--- src/rtl/mtep_pkg.sv ---
package mtep_pkg;

    // Per-key note queue sizing.
    localparam int QUEUE_DEPTH = 4;
    localparam int QCNT_W      = $clog2(QUEUE_DEPTH + 1);
    localparam int QPTR_W      = (QUEUE_DEPTH > 1) ? $clog2(QUEUE_DEPTH) : 1;

    // One queue for each channel and key byte: channel * 128 + key.
    localparam int NKEYS       = 2176;
    localparam int KEY_W       = $clog2(NKEYS);
    localparam int PEND_DEPTH  = NKEYS * QUEUE_DEPTH;
    localparam int PEND_AW     = $clog2(PEND_DEPTH);
    localparam int PEND_W      = 39;

    // Chunk epoch tag kept in the bookkeeping word of each key's queue.
    localparam int EPOCH_W     = 4;

    // Result buffer.
    localparam int FIFO_AW     = 3;
    localparam int FIFO_DEPTH  = 1 << FIFO_AW;
    localparam int LEVEL_W     = FIFO_AW + 1;

    // Byte values of the track format.
    localparam logic [7:0] STATUS_BIT  = 8'h80;
    localparam logic [7:0] SYSTEM_BASE = 8'hF0;
    localparam logic [7:0] SYSEX_ESC   = 8'hF7;
    localparam logic [7:0] META_STATUS = 8'hFF;
    localparam logic [7:0] META_TEMPO  = 8'h51;
    localparam logic [7:0] META_EOT    = 8'h2F;
    localparam logic [3:0] CMD_NOTE_OFF = 4'h8;
    localparam logic [3:0] CMD_NOTE_ON  = 4'h9;
    localparam logic [3:0] CMD_PROGRAM  = 4'hC;
    localparam logic [3:0] CMD_PRESSURE = 4'hD;

    // Result kinds.
    localparam logic [2:0] KIND_NOTE    = 3'd0;
    localparam logic [2:0] KIND_TEMPO   = 3'd1;
    localparam logic [2:0] KIND_PROGRAM = 3'd2;
    localparam logic [2:0] KIND_DONE    = 3'd3;
    localparam logic [2:0] KIND_ERROR   = 3'd4;

    // Error codes.
    localparam logic [3:0] ERR_NONE          = 4'd0;
    localparam logic [3:0] ERR_BAD_DELTA     = 4'd1;
    localparam logic [3:0] ERR_TIME_OVF      = 4'd2;
    localparam logic [3:0] ERR_ENDS_IN_EVENT = 4'd3;
    localparam logic [3:0] ERR_NO_RUNNING    = 4'd4;
    localparam logic [3:0] ERR_META_TRUNC    = 4'd5;
    localparam logic [3:0] ERR_SYSEX_TRUNC   = 4'd6;
    localparam logic [3:0] ERR_UNSUPPORTED   = 4'd7;
    localparam logic [3:0] ERR_CHAN_TRUNC    = 4'd8;
    localparam logic [3:0] ERR_QUEUE_FULL    = 4'd9;

    typedef struct packed {
        logic [7:0] data_byte;
        logic       chunk_last;
    } byte_item_t;

    typedef struct packed {
        logic [2:0]  result_kind;
        logic [30:0] event_tick;
        logic [30:0] note_length;
        logic [7:0]  note_number;
        logic [7:0]  note_velocity;
        logic [23:0] tempo_us_per_quarter;
        logic [7:0]  program_number;
        logic [30:0] track_last_tick;
        logic [3:0]  error_code;
        logic        final_result;
    } result_t;

    // Queue bookkeeping word of one key.
    typedef struct packed {
        logic [EPOCH_W-1:0] epoch;
        logic [QPTR_W-1:0]  head;
        logic [QCNT_W-1:0]  count;
    } queue_meta_t;

    // Up to two results pushed in one cycle.
    typedef struct packed {
        logic [1:0] push_n;
        logic       pop;
    } fifo_ctrl_t;

endpackage

--- src/rtl/mtep_result_fifo.sv ---
module mtep_result_fifo (
    input  logic                        clk,
    input  logic                        rst_n,
    input  mtep_pkg::fifo_ctrl_t        ctrl,
    input  mtep_pkg::result_t           push_a,
    input  mtep_pkg::result_t           push_b,
    output logic                        out_valid,
    output mtep_pkg::result_t           out_data,
    output logic [mtep_pkg::LEVEL_W-1:0] level
);
    import mtep_pkg::*;

    result_t              store [FIFO_DEPTH];
    logic [FIFO_AW-1:0]   wr_ptr_reg;
    logic [FIFO_AW-1:0]   rd_ptr_reg;
    logic [LEVEL_W-1:0]   level_reg;
    logic [FIFO_AW-1:0]   wr_ptr_b;
    logic                 do_pop;

    assign wr_ptr_b  = wr_ptr_reg + FIFO_AW'(1);
    assign out_valid = (level_reg != '0);
    assign out_data  = store[rd_ptr_reg];
    assign level     = level_reg;
    assign do_pop    = ctrl.pop && out_valid;

    always_ff @(posedge clk)
    begin
        if (ctrl.push_n != 2'd0)
        begin
            store[wr_ptr_reg] <= push_a;
        end
        if (ctrl.push_n == 2'd2)
        begin
            store[wr_ptr_b] <= push_b;
        end
    end

    always_ff @(posedge clk or negedge rst_n)
    begin
        if (!rst_n)
        begin
            wr_ptr_reg <= '0;
            rd_ptr_reg <= '0;
            level_reg  <= '0;
        end
        else
        begin
            wr_ptr_reg <= wr_ptr_reg + FIFO_AW'(ctrl.push_n);
            if (do_pop)
            begin
                rd_ptr_reg <= rd_ptr_reg + FIFO_AW'(1);
            end
            level_reg <= level_reg + LEVEL_W'(ctrl.push_n) - LEVEL_W'(do_pop);
        end
    end

endmodule
--- config.mk ---
export PLATFORM = sky130hd
export DESIGN_NAME = mtep_result_fifo
export DESIGN_NICKNAME = d
export VERILOG_FILES = /design/src/rtl/mtep_pkg.sv /design/src/rtl/mtep_result_fifo.sv
export SDC_FILE = /design/constraint.sdc
export NUM_CORES = 2
export LEC_CHECK = 0
export BUFFER_PORTS_ARGS = -buffer_cell sky130_fd_sc_hd__buf_2
export CORE_MARGIN = 4
export CORE_UTILIZATION = 52
export DETAILED_ROUTE_END_ITERATION = 8
export GPL_TIMING_DRIVEN = 0
export HOLD_SLACK_MARGIN = 0.05
export PLACE_DENSITY = 0.7
export SLEW_MARGIN = 20
export SYNTH_ARGS = -nofsm -noshare
export SYNTH_HDL_FRONTEND = slang
export SYNTH_SLANG_ARGS = --single-unit
--- constraint.sdc ---
create_clock -name clk -period 12.2 [get_ports clk]
set_input_delay 3.05 -clock clk [delete_from_list [all_inputs] [get_ports clk]]
set_output_delay 3.05 -clock clk [all_outputs]
set_load 0.01 [all_outputs]
==> qor.yml <==
num_io_pins: 457
vdd_drop_max_v: 0.000174
crit_path_top_delay_cell: "buf_1"
numPortBuffers: 456
crit_type: "flip-flop to output port"
drive_gt1_share_pct: 63.6
stdcell_count: 5452
viasPerCell: 6.10
fin_setup_tns_ns: 0
skew_ns: 0.0161
grt-busiest-layer: "met2"
cts_tree: "built"
power_density_nw_per_um2: 245
grt_usage_pct: 27.4
grt_util_met2_pct: 44.9
largest_reg_flops: 1192
min_period_over_period_pct: 55.6
hp-class: "flip-flop to flip-flop"
yosysUniqueCellTypes: 31
core.rowCount: 123
die_y_microns: 346
worst_pin_slew_ns: 1.05
dp_cells: 5170
synth_top_family_by_area: "multiplexers"
grt_pass1_vias: 34800
post-route-drc-count: 0
synth_most_common_cell: "mux2_2"
path_clk_slew_ns: 0.06
first_iter_violations: 3243
worstPathArrival_ns: 3.74
ant_nets: 0
synthFlopType: "edfxtp_1"
die_w_microns: 346
numCtsBuffers: 133
status: "finished clean"
first_pass_iters: 7
clk-insertion-delay-late_ns: 0.74
synth_area_leaders: "edfxtp_1 60%, mux2_2 24%, mux4_2 11%"
synth-simple-area-share_pct: 0.181
netlist_instances: 3115
path_buf_inv: 4
hold_viol: 0
avgSynthCellArea_sq_um: 19.1
cts_root_buf: "clkbuf_16"
grt_use_met1_pct: 36.4
muxShareOfSynthArea_pct: 36.8
critical-path-max-stage-delay_ns: 0.74
yosysSeqAreaShare_pct: 60.7
antenna_found_initial: 75
mappedNetlistNets: 3429
area_growth_pct: 17.9
yosys-top-cells-count: "1276 x mux2_2, 1192 x edfxtp_1, 298 x mux4_2, 144 x buf_2, 66 x mux2_1"
final_max_slew_viol_count: 0
cp-end-kind: "output port"
setup_viol: 0
synth-adder-area-share_pct: 0.257
cts.path.max_buffers: 3
synth_area_sq_um: 59400
cp.required_ns: 9.15
clock.fmax_ghz: 0.147
cts_hold_buf: 0
critPathMaxFanout: 10
hpwl_microns: 110000
ctsResizeCount: 0
core-area_sq_um: 113000
grtUsageMet3_pct: 6.84
htreeDepth: 4
synth_compound_area_share_pct: 0.122
grt_start_max_net_pins: 19
clock_sinks: 1202
synth_largest_area_cell: "edfxtp_1"
crit_chain: "buf_2 > clkbuf_2 > buf_1 > mux4_2 > mux2_2 > buf_2"
path_common_cell: "buf_2"
critPathLaunchType: "flip-flop"
leakage_nw: 24.0
ys_ff_latch: 1202
drt_wl_total_microns: 165000
fillers: 8346
fin_nets: 4119
cap_viol_max_count: 0
synth_edf_count: 1192
async_flop_share_pct: 0.832
start_util_pct: 52.5
slew_headroom_pct: 30.1
crit_family: "buffers and inverters"
num_vias: 33300
ys_warn_count: 0
overflow: 0
grt_pass1_wl_microns: 241000
synth_xor_area_share_pct: 0.129
gp_congestion: 0.767
finalCriticalPeriod_ns: 6.79
wl_per_cell_microns: 30.2
post_cts_buffers: 0
grt_setup_unrepaired: "no"
die_area_sq_um: 120000
yosys.area.top_type_share_pct: 60.3
layout by cell type (no fill, tap or decap), drive strengths merged, types with 2 or more instances in the layout:
cell | synthesis | routed
clkinv | 0 | 46
buf | 170 | 725
o31ai | 2 | 2
diode | 0 | 49
inv | 13 | 16
ha | 9 | 9
nand3 | 3 | 3
xor2 | 3 | 3
nand2 | 7 | 7
nor2 | 2 | 2
edfxtp | 1192 | 1192
fa | 2 | 2
o21ai | 5 | 5
clkbuf | 42 | 224
mux4 | 298 | 298
xnor2 | 4 | 4
mux2 | 1342 | 1342
o22ai | 2 | 2
dfrtp | 10 | 10
layout make-up:
class | count | area [sq um] | share of cell area [%]
multi-input combinational | 1688 | 22300 | 31.9
tap | 1500 | 1880 | 2.68
antenna | 49 | 123 | 0.175
buffer | 212 | 1040 | 1.48
clock inverter | 51 | 274 | 0.392
inverter | 13 | 48.8 | 0.0698
timing repair buffer | 555 | 4490 | 6.42
clock buffer | 182 | 3730 | 5.33
sequential | 1202 | 36000 | 51.5
worst min-delay path: stages (launching register included):
cell and delay, ns:
dfrtp_1 0.36, ha_1 0.12, mux2_2 0.13
worst paths after layout:
check / from / to / slack (ns) / cells past startpoint
max: rd_ptr_reg[2] / out_data[123] / 5.41 / 6
min: rd_ptr_reg[1] / rd_ptr_reg[1] / 0.64 / 2
max reg2reg: wr_ptr_reg[1] / store[1][52] / 7.99 / 11
min reg2reg: rd_ptr_reg[1] / rd_ptr_reg[1] / 0.64 / 2
max in group asynchronous: rst_n / wr_ptr_reg[2] / 9.79 / 1
min in group asynchronous: rst_n / level[3] / 2.19 / 1
report_power, final:
group          switching, W  internal, W  total [W]
registers          0.000256      0.00606    0.00631
logic               0.00380      0.00330    0.00710
clock network       0.00160      0.00215    0.00375
total               0.00565       0.0115     0.0172
through the flow:
stage | instance area, sq um | util (%) | setup WS [ns] | total power [W] | hold WS, ns
global placement | 63500 | 56.2 | -15.19 | 0.0138 | 0.610
detailed placement | 65800 | 58.3 | 5.69 | 0.0136 | 0.631
global route | 69900 | 61.9 | 5.28 | 0.0179 | 0.672
finish | 70000 | 61.9 | 5.41 | 0.0172 | 0.644
CTS | 69800 | 61.8 | 5.23 | 0.0173 | 0.648
floorplan | 59400 | - | -2.32 | 0.0108 | 0.587
per-layer routing:
| layer | routed length (microns) | vias to the layer above |
|---|---|---|
| li1 | - | 14300 |
| met1 | 64000 | 17300 |
| met2 | 82000 | 1316 |
| met3 | 14300 | 282 |
| met4 | 4040 | 36 |
| met5 | 252 | - |
cells by family after synthesis:
group | after synthesis
adder cells (fa/ha/maj) | 11
AND/OR/NAND/NOR | 18
XOR/XNOR | 7
buffers and inverters | 225
multiplexers | 1640
flip-flops | 1202
AO/OA/AOI/OAI | 12
No activity file was read; power rests on OpenSTA's default activity.
